===== src/rtl/core/pidfd_pkg.sv =====
// shared widths, codes and saturation helper for the filtered-derivative pid block
`default_nettype none

package pidfd_pkg;

	localparam int SampleW  = 16;
	localparam int DiffW    = 17;
	localparam int TermW    = 32;
	localparam int GainW    = 24;
	localparam int LimW     = 31;
	localparam int AlphaW   = 17;
	localparam int InvW     = 24;
	localparam int AccW     = 34;
	localparam int MulAW    = 34;
	localparam int MulBW    = 25;
	localparam int ProdW    = MulAW + MulBW;
	localparam int CfgIdxW  = 3;
	localparam int CfgDataW = 31;
	localparam int OpW      = 2;

	localparam logic [AlphaW-1:0] AlphaOne = AlphaW'(65536);

	localparam logic [OpW-1:0] OpSample    = 2'd0;
	localparam logic [OpW-1:0] OpClrInteg  = 2'd1;
	localparam logic [OpW-1:0] OpClrDeriv  = 2'd2;

	localparam logic [CfgIdxW-1:0] CfgFilterMode = 3'd0;
	localparam logic [CfgIdxW-1:0] CfgPropGain   = 3'd1;
	localparam logic [CfgIdxW-1:0] CfgIntegGain  = 3'd2;
	localparam logic [CfgIdxW-1:0] CfgDerivGain  = 3'd3;
	localparam logic [CfgIdxW-1:0] CfgIntegLimit = 3'd4;
	localparam logic [CfgIdxW-1:0] CfgAlpha      = 3'd5;
	localparam logic [CfgIdxW-1:0] CfgInvPeriod  = 3'd6;

	function automatic logic signed [TermW-1:0] sat32(input logic signed [ProdW-1:0] x);
		logic [ProdW-TermW:0] hi;
		hi = x[ProdW-1:TermW-1];
		if ((&hi) || !(|hi))
			return x[TermW-1:0];
		else if (x[ProdW-1])
			return {1'b1, {(TermW-1){1'b0}}};
		else
			return {1'b0, {(TermW-1){1'b1}}};
	endfunction

endpackage

`default_nettype wire


===== src/rtl/core/pid_filtered_derivative.sv =====
// pid controller with low-pass filtered derivative, top level
// a new sample runs through the multiply states before reaching ST_DONE, and a clear
// or unused opcode goes straight to ST_DONE, which holds until the output is free
// input is taken only in ST_IDLE, so each sample or clear ends before the next one;
// the single 34x25 multiplier is used five times in sequence per sample
// reset: all state, held terms, outputs and config go to zero, alpha_q to 65536
`default_nettype none

module pid_filtered_derivative (
	input  wire logic                                    clk,
	input  wire logic                                    arst_n,
	input  wire logic                                    cfg_we,
	input  wire logic [pidfd_pkg::CfgIdxW-1:0]           cfg_index,
	input  wire logic [pidfd_pkg::CfgDataW-1:0]          cfg_data,
	input  wire logic                                    in_valid,
	output      logic                                    in_ready,
	input  wire logic [pidfd_pkg::OpW-1:0]               opcode,
	input  wire logic signed [pidfd_pkg::SampleW-1:0]    sample,
	output      logic                                    out_valid,
	input  wire logic                                    out_ready,
	output      logic signed [pidfd_pkg::TermW-1:0]      p_term,
	output      logic signed [pidfd_pkg::TermW-1:0]      i_term,
	output      logic signed [pidfd_pkg::TermW-1:0]      d_term,
	output      logic signed [pidfd_pkg::TermW-1:0]      integ_value
);

	typedef enum logic [3:0] {
		ST_IDLE,
		ST_MUL_DIFF,
		ST_RAW,
		ST_MUL_FILT,
		ST_DERIV0,
		ST_MUL_CHG,
		ST_CHG,
		ST_MUL_CDER,
		ST_DERIV1,
		ST_MUL_P,
		ST_MUL_I,
		ST_MUL_D,
		ST_WR_D,
		ST_DONE
	} state_t;

	state_t state_q;

	// configuration
	logic                                      mode_q;
	logic signed [pidfd_pkg::GainW-1:0]        pgain_q;
	logic signed [pidfd_pkg::GainW-1:0]        igain_q;
	logic signed [pidfd_pkg::GainW-1:0]        dgain_q;
	logic [pidfd_pkg::LimW-1:0]                ilim_q;
	logic [pidfd_pkg::AlphaW-1:0]              alpha_q;
	logic [pidfd_pkg::InvW-1:0]                inv_q;

	// controller state
	logic signed [pidfd_pkg::SampleW-1:0]      last_q;
	logic signed [pidfd_pkg::TermW-1:0]        deriv_q;
	logic signed [pidfd_pkg::TermW-1:0]        integ_q;
	logic signed [pidfd_pkg::TermW-1:0]        held_p_q;
	logic signed [pidfd_pkg::TermW-1:0]        held_i_q;
	logic signed [pidfd_pkg::TermW-1:0]        held_d_q;

	// working registers
	logic signed [pidfd_pkg::SampleW-1:0]      sample_q;
	logic signed [pidfd_pkg::AccW-1:0]         acc_q;

	logic                                      out_valid_q;
	logic signed [pidfd_pkg::TermW-1:0]        p_term_q;
	logic signed [pidfd_pkg::TermW-1:0]        i_term_q;
	logic signed [pidfd_pkg::TermW-1:0]        d_term_q;
	logic signed [pidfd_pkg::TermW-1:0]        integ_out_q;

	logic [pidfd_pkg::AlphaW-1:0]              alpha_eff;
	logic signed [pidfd_pkg::DiffW-1:0]        diff;
	logic signed [pidfd_pkg::MulAW-1:0]        mul_a;
	logic signed [pidfd_pkg::MulBW-1:0]        mul_b;
	logic signed [pidfd_pkg::ProdW-1:0]        prod;
	logic signed [pidfd_pkg::ProdW-1:0]        prod_sh8;
	logic signed [pidfd_pkg::ProdW-1:0]        prod_sh16;
	logic signed [pidfd_pkg::TermW-1:0]        raw;
	logic signed [pidfd_pkg::AccW-1:0]         raw_step;
	logic signed [pidfd_pkg::ProdW-1:0]        deriv_sum;
	logic signed [pidfd_pkg::DiffW-1:0]        chg;
	logic signed [pidfd_pkg::DiffW-1:0]        last_next;
	logic signed [pidfd_pkg::AccW-1:0]         integ_sum;
	logic signed [pidfd_pkg::AccW-1:0]         lim_pos;
	logic signed [pidfd_pkg::AccW-1:0]         lim_neg;
	logic signed [pidfd_pkg::AccW-1:0]         integ_clamped;
	logic                                      in_xfer;
	logic                                      out_free;

	assign in_ready    = (state_q == ST_IDLE);
	assign in_xfer     = in_valid && in_ready;
	assign out_free    = !out_valid_q || out_ready;
	assign out_valid   = out_valid_q;
	assign p_term      = p_term_q;
	assign i_term      = i_term_q;
	assign d_term      = d_term_q;
	assign integ_value = integ_out_q;

	assign alpha_eff = (alpha_q > pidfd_pkg::AlphaOne) ? pidfd_pkg::AlphaOne : alpha_q;
	assign diff      = {sample_q[pidfd_pkg::SampleW-1], sample_q}
	                 - {last_q[pidfd_pkg::SampleW-1], last_q};

	// operand select for the shared multiplier
	always_comb begin
		mul_a = '0;
		mul_b = '0;
		case (state_q)
			ST_MUL_DIFF, ST_MUL_CHG: begin
				mul_a = {{(pidfd_pkg::MulAW-pidfd_pkg::DiffW){diff[pidfd_pkg::DiffW-1]}}, diff};
				if (state_q == ST_MUL_DIFF)
					mul_b = {1'b0, inv_q};
				else
					mul_b = {{(pidfd_pkg::MulBW-pidfd_pkg::AlphaW){1'b0}}, alpha_eff};
			end
			ST_MUL_FILT: begin
				mul_a = acc_q;
				mul_b = {{(pidfd_pkg::MulBW-pidfd_pkg::AlphaW){1'b0}}, alpha_eff};
			end
			ST_MUL_CDER: begin
				mul_a = acc_q;
				mul_b = {1'b0, inv_q};
			end
			ST_MUL_P, ST_MUL_I: begin
				mul_a = {{(pidfd_pkg::MulAW-pidfd_pkg::SampleW){last_q[pidfd_pkg::SampleW-1]}},
				         last_q};
				if (state_q == ST_MUL_P)
					mul_b = {pgain_q[pidfd_pkg::GainW-1], pgain_q};
				else
					mul_b = {igain_q[pidfd_pkg::GainW-1], igain_q};
			end
			ST_MUL_D: begin
				mul_a = {{(pidfd_pkg::MulAW-pidfd_pkg::TermW){deriv_q[pidfd_pkg::TermW-1]}},
				         deriv_q};
				mul_b = {dgain_q[pidfd_pkg::GainW-1], dgain_q};
			end
			default: begin
				mul_a = '0;
				mul_b = '0;
			end
		endcase
	end

	pidfd_mul u_mul (
		.clk    (clk),
		.a      (mul_a),
		.b      (mul_b),
		.prod_q (prod)
	);

	assign prod_sh8  = prod >>> 8;
	assign prod_sh16 = prod >>> 16;
	assign raw       = pidfd_pkg::sat32(prod_sh8);
	assign raw_step  = {{(pidfd_pkg::AccW-pidfd_pkg::TermW){raw[pidfd_pkg::TermW-1]}}, raw}
	                 - {{(pidfd_pkg::AccW-pidfd_pkg::TermW){deriv_q[pidfd_pkg::TermW-1]}},
	                    deriv_q};
	assign deriv_sum = {{(pidfd_pkg::ProdW-pidfd_pkg::TermW){deriv_q[pidfd_pkg::TermW-1]}},
	                    deriv_q} + prod_sh16;
	assign chg       = prod_sh16[pidfd_pkg::DiffW-1:0];
	assign last_next = {last_q[pidfd_pkg::SampleW-1], last_q} + chg;
	assign integ_sum = {{(pidfd_pkg::AccW-pidfd_pkg::TermW){integ_q[pidfd_pkg::TermW-1]}},
	                    integ_q} + prod_sh16[pidfd_pkg::AccW-1:0];
	assign lim_pos   = {{(pidfd_pkg::AccW-pidfd_pkg::LimW){1'b0}}, ilim_q};
	assign lim_neg   = -lim_pos;

	always_comb begin
		if (acc_q < lim_neg)
			integ_clamped = lim_neg;
		else if (acc_q > lim_pos)
			integ_clamped = lim_pos;
		else
			integ_clamped = acc_q;
	end

	// configuration registers
	always_ff @(posedge clk or negedge arst_n) begin
		if (!arst_n) begin
			mode_q  <= 1'b0;
			pgain_q <= '0;
			igain_q <= '0;
			dgain_q <= '0;
			ilim_q  <= '0;
			alpha_q <= pidfd_pkg::AlphaOne;
			inv_q   <= '0;
		end else if (cfg_we) begin
			case (cfg_index)
				pidfd_pkg::CfgFilterMode: mode_q  <= cfg_data[0];
				pidfd_pkg::CfgPropGain:   pgain_q <= cfg_data[pidfd_pkg::GainW-1:0];
				pidfd_pkg::CfgIntegGain:  igain_q <= cfg_data[pidfd_pkg::GainW-1:0];
				pidfd_pkg::CfgDerivGain:  dgain_q <= cfg_data[pidfd_pkg::GainW-1:0];
				pidfd_pkg::CfgIntegLimit: ilim_q  <= cfg_data[pidfd_pkg::LimW-1:0];
				pidfd_pkg::CfgAlpha:      alpha_q <= cfg_data[pidfd_pkg::AlphaW-1:0];
				pidfd_pkg::CfgInvPeriod:  inv_q   <= cfg_data[pidfd_pkg::InvW-1:0];
				default: ;
			endcase
		end
	end

	// input capture and scratch accumulator
	always_ff @(posedge clk) begin
		if (in_xfer)
			sample_q <= sample;
		case (state_q)
			ST_RAW:   acc_q <= raw_step;
			ST_CHG:   acc_q <= {{(pidfd_pkg::AccW-pidfd_pkg::DiffW){chg[pidfd_pkg::DiffW-1]}}, chg};
			ST_MUL_D: acc_q <= integ_sum;
			default:  ;
		endcase
	end

	// sequencer, controller state and output register
	always_ff @(posedge clk or negedge arst_n) begin
		if (!arst_n) begin
			state_q     <= ST_IDLE;
			last_q      <= '0;
			deriv_q     <= '0;
			integ_q     <= '0;
			held_p_q    <= '0;
			held_i_q    <= '0;
			held_d_q    <= '0;
			out_valid_q <= 1'b0;
			p_term_q    <= '0;
			i_term_q    <= '0;
			d_term_q    <= '0;
			integ_out_q <= '0;
		end else begin
			if (state_q == ST_DONE && out_free)
				out_valid_q <= 1'b1;
			else if (out_ready)
				out_valid_q <= 1'b0;
			case (state_q)
				ST_IDLE: begin
					if (in_valid) begin
						if (opcode == pidfd_pkg::OpSample) begin
							state_q <= mode_q ? ST_MUL_CHG : ST_MUL_DIFF;
						end else begin
							if (opcode == pidfd_pkg::OpClrInteg)
								integ_q <= '0;
							if (opcode == pidfd_pkg::OpClrDeriv)
								deriv_q <= '0;
							state_q <= ST_DONE;
						end
					end
				end
				ST_MUL_DIFF: state_q <= ST_RAW;
				ST_RAW:      state_q <= ST_MUL_FILT;
				ST_MUL_FILT: state_q <= ST_DERIV0;
				ST_DERIV0: begin
					if (inv_q != '0)
						deriv_q <= pidfd_pkg::sat32(deriv_sum);
					last_q  <= sample_q;
					state_q <= ST_MUL_P;
				end
				ST_MUL_CHG: state_q <= ST_CHG;
				ST_CHG: begin
					last_q  <= last_next[pidfd_pkg::SampleW-1:0];
					state_q <= ST_MUL_CDER;
				end
				ST_MUL_CDER: state_q <= ST_DERIV1;
				ST_DERIV1: begin
					if (inv_q != '0)
						deriv_q <= raw;
					state_q <= ST_MUL_P;
				end
				ST_MUL_P: state_q <= ST_MUL_I;
				ST_MUL_I: begin
					held_p_q <= pidfd_pkg::sat32(prod_sh16);
					state_q  <= ST_MUL_D;
				end
				ST_MUL_D: state_q <= ST_WR_D;
				ST_WR_D: begin
					held_d_q <= pidfd_pkg::sat32(prod_sh16);
					if (igain_q != '0) begin
						integ_q  <= integ_clamped[pidfd_pkg::TermW-1:0];
						held_i_q <= integ_clamped[pidfd_pkg::TermW-1:0];
					end
					state_q <= ST_DONE;
				end
				ST_DONE: begin
					if (out_free) begin
						p_term_q    <= held_p_q;
						i_term_q    <= held_i_q;
						d_term_q    <= held_d_q;
						integ_out_q <= integ_q;
						state_q     <= ST_IDLE;
					end
				end
				default: state_q <= ST_IDLE;
			endcase
		end
	end

	// sample path reaches ST_DONE without waiting on any handshake
	a_sample_latency: assert property (@(posedge clk) disable iff (!arst_n)
		(in_xfer && opcode == pidfd_pkg::OpSample) |-> ##9 (state_q == ST_DONE))
		else $error("sample sequence length mismatch");

	// clear integrator transfer empties the integrator
	a_clr_integ: assert property (@(posedge clk) disable iff (!arst_n)
		(in_xfer && opcode == pidfd_pkg::OpClrInteg) |=> (integ_q == '0))
		else $error("integrator not cleared");

	// integrator stays inside the clamp after an update
	a_integ_clamp: assert property (@(posedge clk) disable iff (!arst_n)
		(state_q == ST_WR_D && igain_q != '0) |=>
		(($signed({integ_q[pidfd_pkg::TermW-1], integ_q}) <= $signed({2'b00, ilim_q})) &&
		 ($signed({integ_q[pidfd_pkg::TermW-1], integ_q}) >= -$signed({2'b00, ilim_q}))))
		else $error("integrator outside limit");

	// i term held while integration is disabled
	a_i_held: assert property (@(posedge clk) disable iff (!arst_n)
		(state_q == ST_WR_D && igain_q == '0) |=> $stable(held_i_q))
		else $error("i term changed with integration disabled");

endmodule

`default_nettype wire


===== src/rtl/core/pidfd_mul.sv =====
// shared signed multiplier with registered product
`default_nettype none

module pidfd_mul (
	input  wire logic                                  clk,
	input  wire logic signed [pidfd_pkg::MulAW-1:0]    a,
	input  wire logic signed [pidfd_pkg::MulBW-1:0]    b,
	output      logic signed [pidfd_pkg::ProdW-1:0]    prod_q
);

	always_ff @(posedge clk) begin
		prod_q <= a * b;
	end

endmodule

`default_nettype wire

===== config.mk =====
export PLATFORM = sky130hd
export DESIGN_NAME = pid_filtered_derivative
export DESIGN_NICKNAME = d
export VERILOG_FILES = /design/src/rtl/core/pidfd_pkg.sv /design/src/rtl/core/pid_filtered_derivative.sv /design/src/rtl/core/pidfd_mul.sv
export SDC_FILE = /design/constraint.sdc
export NUM_CORES = 2
export LEC_CHECK = 0
export ABC_AREA = 1
export BUFFER_PORTS_ARGS = -buffer_cell sky130_fd_sc_hd__buf_2
export CAP_MARGIN = 30
export CORE_UTILIZATION = 30
export DETAILED_ROUTE_END_ITERATION = 6
export PLACE_DENSITY = 0.51
export SETUP_SLACK_MARGIN = 0.5
export SYNTH_ARGS = -nofsm -noshare
export SYNTH_HDL_FRONTEND = slang
export SYNTH_SLANG_ARGS = --single-unit

===== constraint.sdc =====
create_clock -name clk -period 15.2 [get_ports clk]
set_clock_uncertainty 0.2 [all_clocks]
set_input_delay 3.04 -clock clk [delete_from_list [all_inputs] [get_ports clk]]
set_output_delay 3.04 -clock clk [all_outputs]
set_load 0.05 [all_outputs]

# Word level (Yosys, flattened, before mapping)
# Cells that the tools add are included.
# op_classes
addsub	6
multipliers	1
div	0
order_cmp	3
eq_ne	29
shifts	0
mux	32
bitwise	0
reduce_logical	42
# ops
cell	count
$mux 32	16
$pmux 34 s4	1
$pmux 25 s5	1
$pmux 34 s3	1
$pmux 32 s3	1
$pmux 32 s2	1
$mul 34x25->59	1
$pmux 4 s13	1
$reduce_bool 24->1	2
$add 32x43->44	1
$add 34x34->34	1
$gt 34x32->1	1
$lt 34x34->1	1
$neg 31->34	1
$sub 32x32->33	1
$pmux 16 s2	1
$reduce_and 28->1	1
$reduce_or 28->1	1
$mux 25	1
$eq 4x4->1 const B	6
$mux 24	1
$reduce_and 2->1	10
$reduce_and 20->1	1
$reduce_or 20->1	1
other kinds (30)	59
# totals
register_bits	563
latchBits	0
ram_bits	0
rom_bits	0
in_bits	57
output_inout_bits	130
word_cells	135
mem_count	0

# Depth between registers and ports, before layout
# logic_depth
word_depth	7
ltp_mapped	45
ltp_nobuf	43

# Modules after synthesis
# A second synthesis with hierarchy kept.
# hier_totals
cells_unflattened	8761
hier_area_um2	66605.1
# by_module_without_submodules
mod	n_inst	cells_each	area_per_inst_um2	seq_area_each_um2
pid_filtered_derivative	1	4472	33310.7	12863.6
pidfd_mul	1	4289	33294.4	1181.1

# Worst setup path after synthesis
# Ideal clock, no wire load.
# synth_timing
path_type	register to register
startpoint	register last_q[3] (netlist bit)
endpoint	register u_mul.prod_q[57] (netlist bit)
setup_time_ns	0.112
t_arrival_ns	8.047
required_ns	14.888
path_slack_ns	6.841
path_stages_with_launch	38
path_buffers	1
synth_period_minus_slack_ns	8.359
cell_sequence	dfrtp_1 > inv_1 > ha_1 > a21oi_1 > nand2_1 > nand3_1 > o2111ai_1 > nand3_1 > nand2_1 > nand2_1 > a21oi_1 > nor3_1 > inv_2 > nand2_1 > clkbuf_1 > nand2_1 > fa_1 > inv_1 > [... 2 more ...] > fa_1 > inv_1 > fa_1 > fa_1 > fa_1 > inv_1 > fa_1 > inv_1 > ha_1 > nand2_1 > nor2_1 > inv_1 > nor3_1 > inv_1 > nor4_1 > nand2_1 > nand3_1 > nand2_1
# synth_between
elab_chain_len	3
# synth_lines
item	line	source
start, declared	pid_filtered_derivative.sv:56	logic signed [pidfd_pkg::SampleW-1:0] last_q;
start signal, assigned	pid_filtered_derivative.sv:252	last_q <= sample_q;
start signal, assigned	pid_filtered_derivative.sv:257	last_q <= last_next[pidfd_pkg::SampleW-1:0];
$sub 16x16->17	pid_filtered_derivative.sv:103	- {last_q[pidfd_pkg::SampleW-1], last_q};
$pmux 34 s4 (*)	pid_filtered_derivative.sv:109	case (state_q)
$mul 34x25->59 (*)	pidfd_mul.sv:12	prod_q <= a * b;
end signal, assigned	pidfd_mul.sv:12	
end, declared	pidfd_mul.sv:8	output logic signed [pidfd_pkg::ProdW-1:0] prod_q
# Mark *: on every way between the ends. The rest lies on a longest branch, timed or not.
# A chain may end at the register's enable or synchronous reset.

# Worst setup path in the final report
# layout_timing
startpoint	register state_q[1]
endpoint	register u_mul.prod_q[54] (netlist bit)
# layout_between
elab_chain_len	4
elab_cells_between_ends	15
cone_classes	mul (1); eq/ne (7); mux (4); reduce/logical (3)
# layout_lines
item	line	source
start, declared	pid_filtered_derivative.sv:44	state_t state_q;
start signal, assigned	pid_filtered_derivative.sv:236	state_q <= mode_q ? ST_MUL_CHG : ST_MUL_DIFF;
$eq 4x4->1, or another cell as far along	pid_filtered_derivative.sv:109, pid_filtered_derivative.sv:128	
$mux 25, or another cell as far along	pid_filtered_derivative.sv:128	if (state_q == ST_MUL_P)
$pmux 25 s5 or $pmux 34 s4 (tied branches)	pid_filtered_derivative.sv:109	
$mul 34x25->59 (*)	pidfd_mul.sv:12	
# Marked as above.

==> qor.tcl <==
set qor(critical_path.max_fanout) 34
set qor(critPathCaptureType) {flip-flop}
set qor(max_cap_violation_count) 0
set qor(h-tree-depth) 3
set qor(die_h_um) 464
set qor(synthesis.nets) 9454
set qor(layout_common_cells) {sky130_fd_sc_hd__nand2_1 (1728), sky130_fd_sc_hd__inv_1 (1664), sky130_fd_sc_hd__fa_1 (869), sky130_fd_sc_hd__nor2_1 (806), sky130_fd_sc_hd__o21ai_0 (560)}
set qor(layout-area-overhead-vs-synth_pct) 10.5
set qor(post-route-util_pct) 33.3
set qor(worst_slew_margin_rel_pct) 20.7
set qor(drt_iter0_drc) 4471
set qor(congestion_overflow_gr) 0
set qor(post_synth_arst_share_pct) 81.8
set qor(yosysTopAreaCellShare_pct) 27.2
set qor(cts_tree) {done}
set qor(global_route_wire_length_before_repair_mm) 368
set qor(critical_path_class) {reg -> reg}
set qor(hold_path_depth) 2
set qor(reg2reg_setup_slack_ns) 3.48
set qor(post-cts-setup-buffers) 0
set qor(maxSlewViolCount) 0
set qor(layout_commonest_cell) {sky130_fd_sc_hd__nand2_1}
set qor(clock-sinks) 555
set qor(reg2regPathDepth) 33
set qor(postCtsResizedCells) 0
set qor(globalRouteTotalUtil_pct) 22.7
set qor(post_synth.cell_area_avg_sq_um) 7.83
set qor(initial_core_utilization_pct) 30.2
set qor(rr_endpoint) {u_mul.prod_q[54]$_DFF_P_}
set qor(detail_routed_via_count_per_cell) 4.97
set qor(area_post_placement_sq_um) 68100
set qor(setup_violations) 0
set qor(cell_accounting_for_the_most_synthesized_area) {sky130_fd_sc_hd__fa_1}
set qor(grt_antenna_before_repair) 11
set qor(final_antenna_net_count) 0
set qor(synth.cell_area_sq_um) 64000
set qor(pin_count) 187
set qor(totalNegativeSetupSlack_ns) 0
set qor(number_of_buffers_inserted_during_clock_tree_synthesis) 70
set qor(worst_setup_path_startpoint) {state_q[1]$_DFFE_PN0P_}
set qor(crit_end) {u_mul.prod_q[54]$_DFF_P_}
set qor(ratio_of_cells_with_drive_above_1_in_the_final_layout_pct) 6.58
set qor(dpl.hpwl_mm) 198
set qor(rr_startpoint) {state_q[1]$_DFFE_PN0P_}
set qor(critPathRequiredTime_ns) 15.58
set qor(timing.fmax_ghz) 0.0854
set qor(hold_path_class) {reg -> reg}
set qor(cpMaxStageDelayCell) {sky130_fd_sc_hd__a221oi_1}
set qor(cts.path.max_buffers) 3
set qor(post_synth_main_area_contributors) {sky130_fd_sc_hd__fa_1 (27%), sky130_fd_sc_hd__dfrtp_1 (18%), sky130_fd_sc_hd__nand2_1 (10%), sky130_fd_sc_hd__inv_1 (9.8%), sky130_fd_sc_hd__ha_1 (7.0%)}
set qor(cts.root.buffer_cell) {sky130_fd_sc_hd__clkbuf_16}
set qor(wl_met2_mm) 115
set qor(failed_checks) {DRC}
set qor(seq_area_frac_synth_pct) 21.7
set qor(final_period_minus_worst_setup_slack_ns) 11.72
set qor(crit_path_top_cell_by_count) {sky130_fd_sc_hd__fa_1}
set qor(synth_enable_flop_cells) 50
set qor(highest_layer) {met4}
set qor(max_stage_delay_ns) 0.88
set qor(worst_pin_slew_ns) 1.19
set qor(clk_latency_ns) 0.72
set qor(clk_pin_slew_ns) 0.06
set qor(floorplan.die.width_um) 464
set qor(layout.nets) 9512
set qor(final_cell_area_sq_um) 70700
set qor(num_rows) 169
set qor(drt-pass1-iter-count) 7
set qor(rsz_0062_raised_after_global_routing) {no}
set qor(maximum_number_of_pins_on_one_net_before_global_route_repair) 147
set qor(synthDistinctLibCells) 66
set qor(avgRoutedWirePerCell_um) 22.0
set qor(synth-warning-count) 0
set qor(gp_congestion) 0.948
set qor(vias) 55200
set qor(synthesis.instances) 8168
set qor(wl_met1_mm) 107
set qor(detail_route.drc_violations) 84
set qor(start_kind) {flip-flop}
set qor(ys.flop_type) {sky130_fd_sc_hd__dfrtp_1}
set qor(met3WireLength_mm) 14.5
set qor(layout_worst_path_cycle_share_pct) 77.1
set qor(core_area_sq_um) 212000
set qor(critical_path_arrival_ns) 12.10
set qor(hold_viol) 0
set qor(whs_ns) 0.274
set qor(fp.dieArea_sq_um) 215000
set qor(number_of_global_route_vias_before_repair) 56800
set qor(routed_wirelength_mm) 244
set qor(number_of_buffers_added_on_ports) 186
set qor(outcome) {complete, but fails checks}
set qor(cts-hold-fix-buffers) 0
set qor(synth.ff_latch_count) 555
-- area by class of cell --
cell class,instances,area [sq um]
inverters,1698,6380
clock buffers,104,2120
multi-input cells,5627,42600
flip-flops and latches,555,13900
well taps,2821,3530
repair buffers,274,1740
fillers,22600,141000
diodes,7,17.5
clock inverters,24,410
-- worst max-delay path, delay by kind of cell (launching register included) --
family / cells / cell delay (ns)
flops: 1 / 0.55
compound gates: 2 / 1.05
buf+inv: 9 / 1.95
fa+ha+maj: 8 / 4.23
simple gates: 13 / 3.29
xor+xnor: 1 / 0.21
-- worst min-delay path by stage --
| stage | from | end | slack, ns |
|---|---|---|---|
| 2_1_floorplan | pgain_q[17]$_DFFE_PN0P_ | pgain_q[17]$_DFFE_PN0P_ | 0.25 |
| 3_3_place_gp | d_term[15]$_DFFE_PN0P_ | d_term[15]$_DFFE_PN0P_ | 0.26 |
| 3_5_place_dp | d_term[29]$_DFFE_PN0P_ | d_term[29]$_DFFE_PN0P_ | 0.27 |
| 4_1_cts | d_term[29]$_DFFE_PN0P_ | d_term[29]$_DFFE_PN0P_ | 0.28 |
| 5_1_grt | d_term[8]$_DFFE_PN0P_ | d_term[8]$_DFFE_PN0P_ | 0.30 |
| 6_report | d_term[29]$_DFFE_PN0P_ | d_term[29]$_DFFE_PN0P_ | 0.27 |
-- routing by layer --
metal	global-route usage [%]	up-vias
met3	2.71	317
met5	0	-
met1	30.5	27700
li1	-	25300
met2	37.7	1823
met4	7.19	0
-- kinds of logic after synthesis --
| logic type | Yosys count | share of synthesized area (%) |
|---|---|---|
| compound gates | 1276 | 11.0 |
| xor+xnor | 128 | 1.75 |
| fa+ha+maj | 1229 | 34.2 |
| buf+inv | 1986 | 11.8 |
| flops | 555 | 21.7 |
| mux | 60 | 1.06 |
| simple gates | 2934 | 18.5 |
-- cell usage after synthesis, types with 41 or more instances --
| cell | number |
|---|---|
| sky130_fd_sc_hd__nand2_1 | 1731 |
| sky130_fd_sc_hd__inv_1 | 1664 |
| sky130_fd_sc_hd__fa_1 | 869 |
| sky130_fd_sc_hd__nor2_1 | 811 |
| sky130_fd_sc_hd__o21ai_0 | 565 |
| sky130_fd_sc_hd__a21oi_1 | 460 |
| sky130_fd_sc_hd__dfrtp_1 | 453 |
| sky130_fd_sc_hd__ha_1 | 360 |
| sky130_fd_sc_hd__clkbuf_1 | 195 |
| sky130_fd_sc_hd__nand3_1 | 186 |
| sky130_fd_sc_hd__xor2_1 | 88 |
| sky130_fd_sc_hd__buf_2 | 73 |
| sky130_fd_sc_hd__mux2_2 | 60 |
| sky130_fd_sc_hd__nand4_1 | 57 |
| sky130_fd_sc_hd__dfxtp_1 | 51 |
| sky130_fd_sc_hd__edfxtp_1 | 50 |
| sky130_fd_sc_hd__nor3_1 | 47 |
| sky130_fd_sc_hd__nor4_1 | 41 |
-- sequential cells by signal (all words and copies together), names as in the netlist, 17 cells and up --
name          cells
held_p_q         32
held_i_q         32
igain_q          24
d_term           32
integ_value      32
deriv_q          32
p_term           32
inv_q            24
dgain_q          24
ilim_q           31
held_d_q         32
i_term           32
pgain_q          24
acc_q            34
u_mul.prod_q     51
integ_q          32
alpha_q          17
-- per-stage QoR --
step	setup WS, ns	std cells
final	3.48	11100
after global routing	3.23	11100
after CTS	3.72	11100
after detailed placement	3.82	11000
after global placement	3.80	11000
after floorplan	6.84	8168
Power is left out: the tool's default activity adds up to more than one toggle a clock period on the data nets, which glitch-free logic cannot reach.
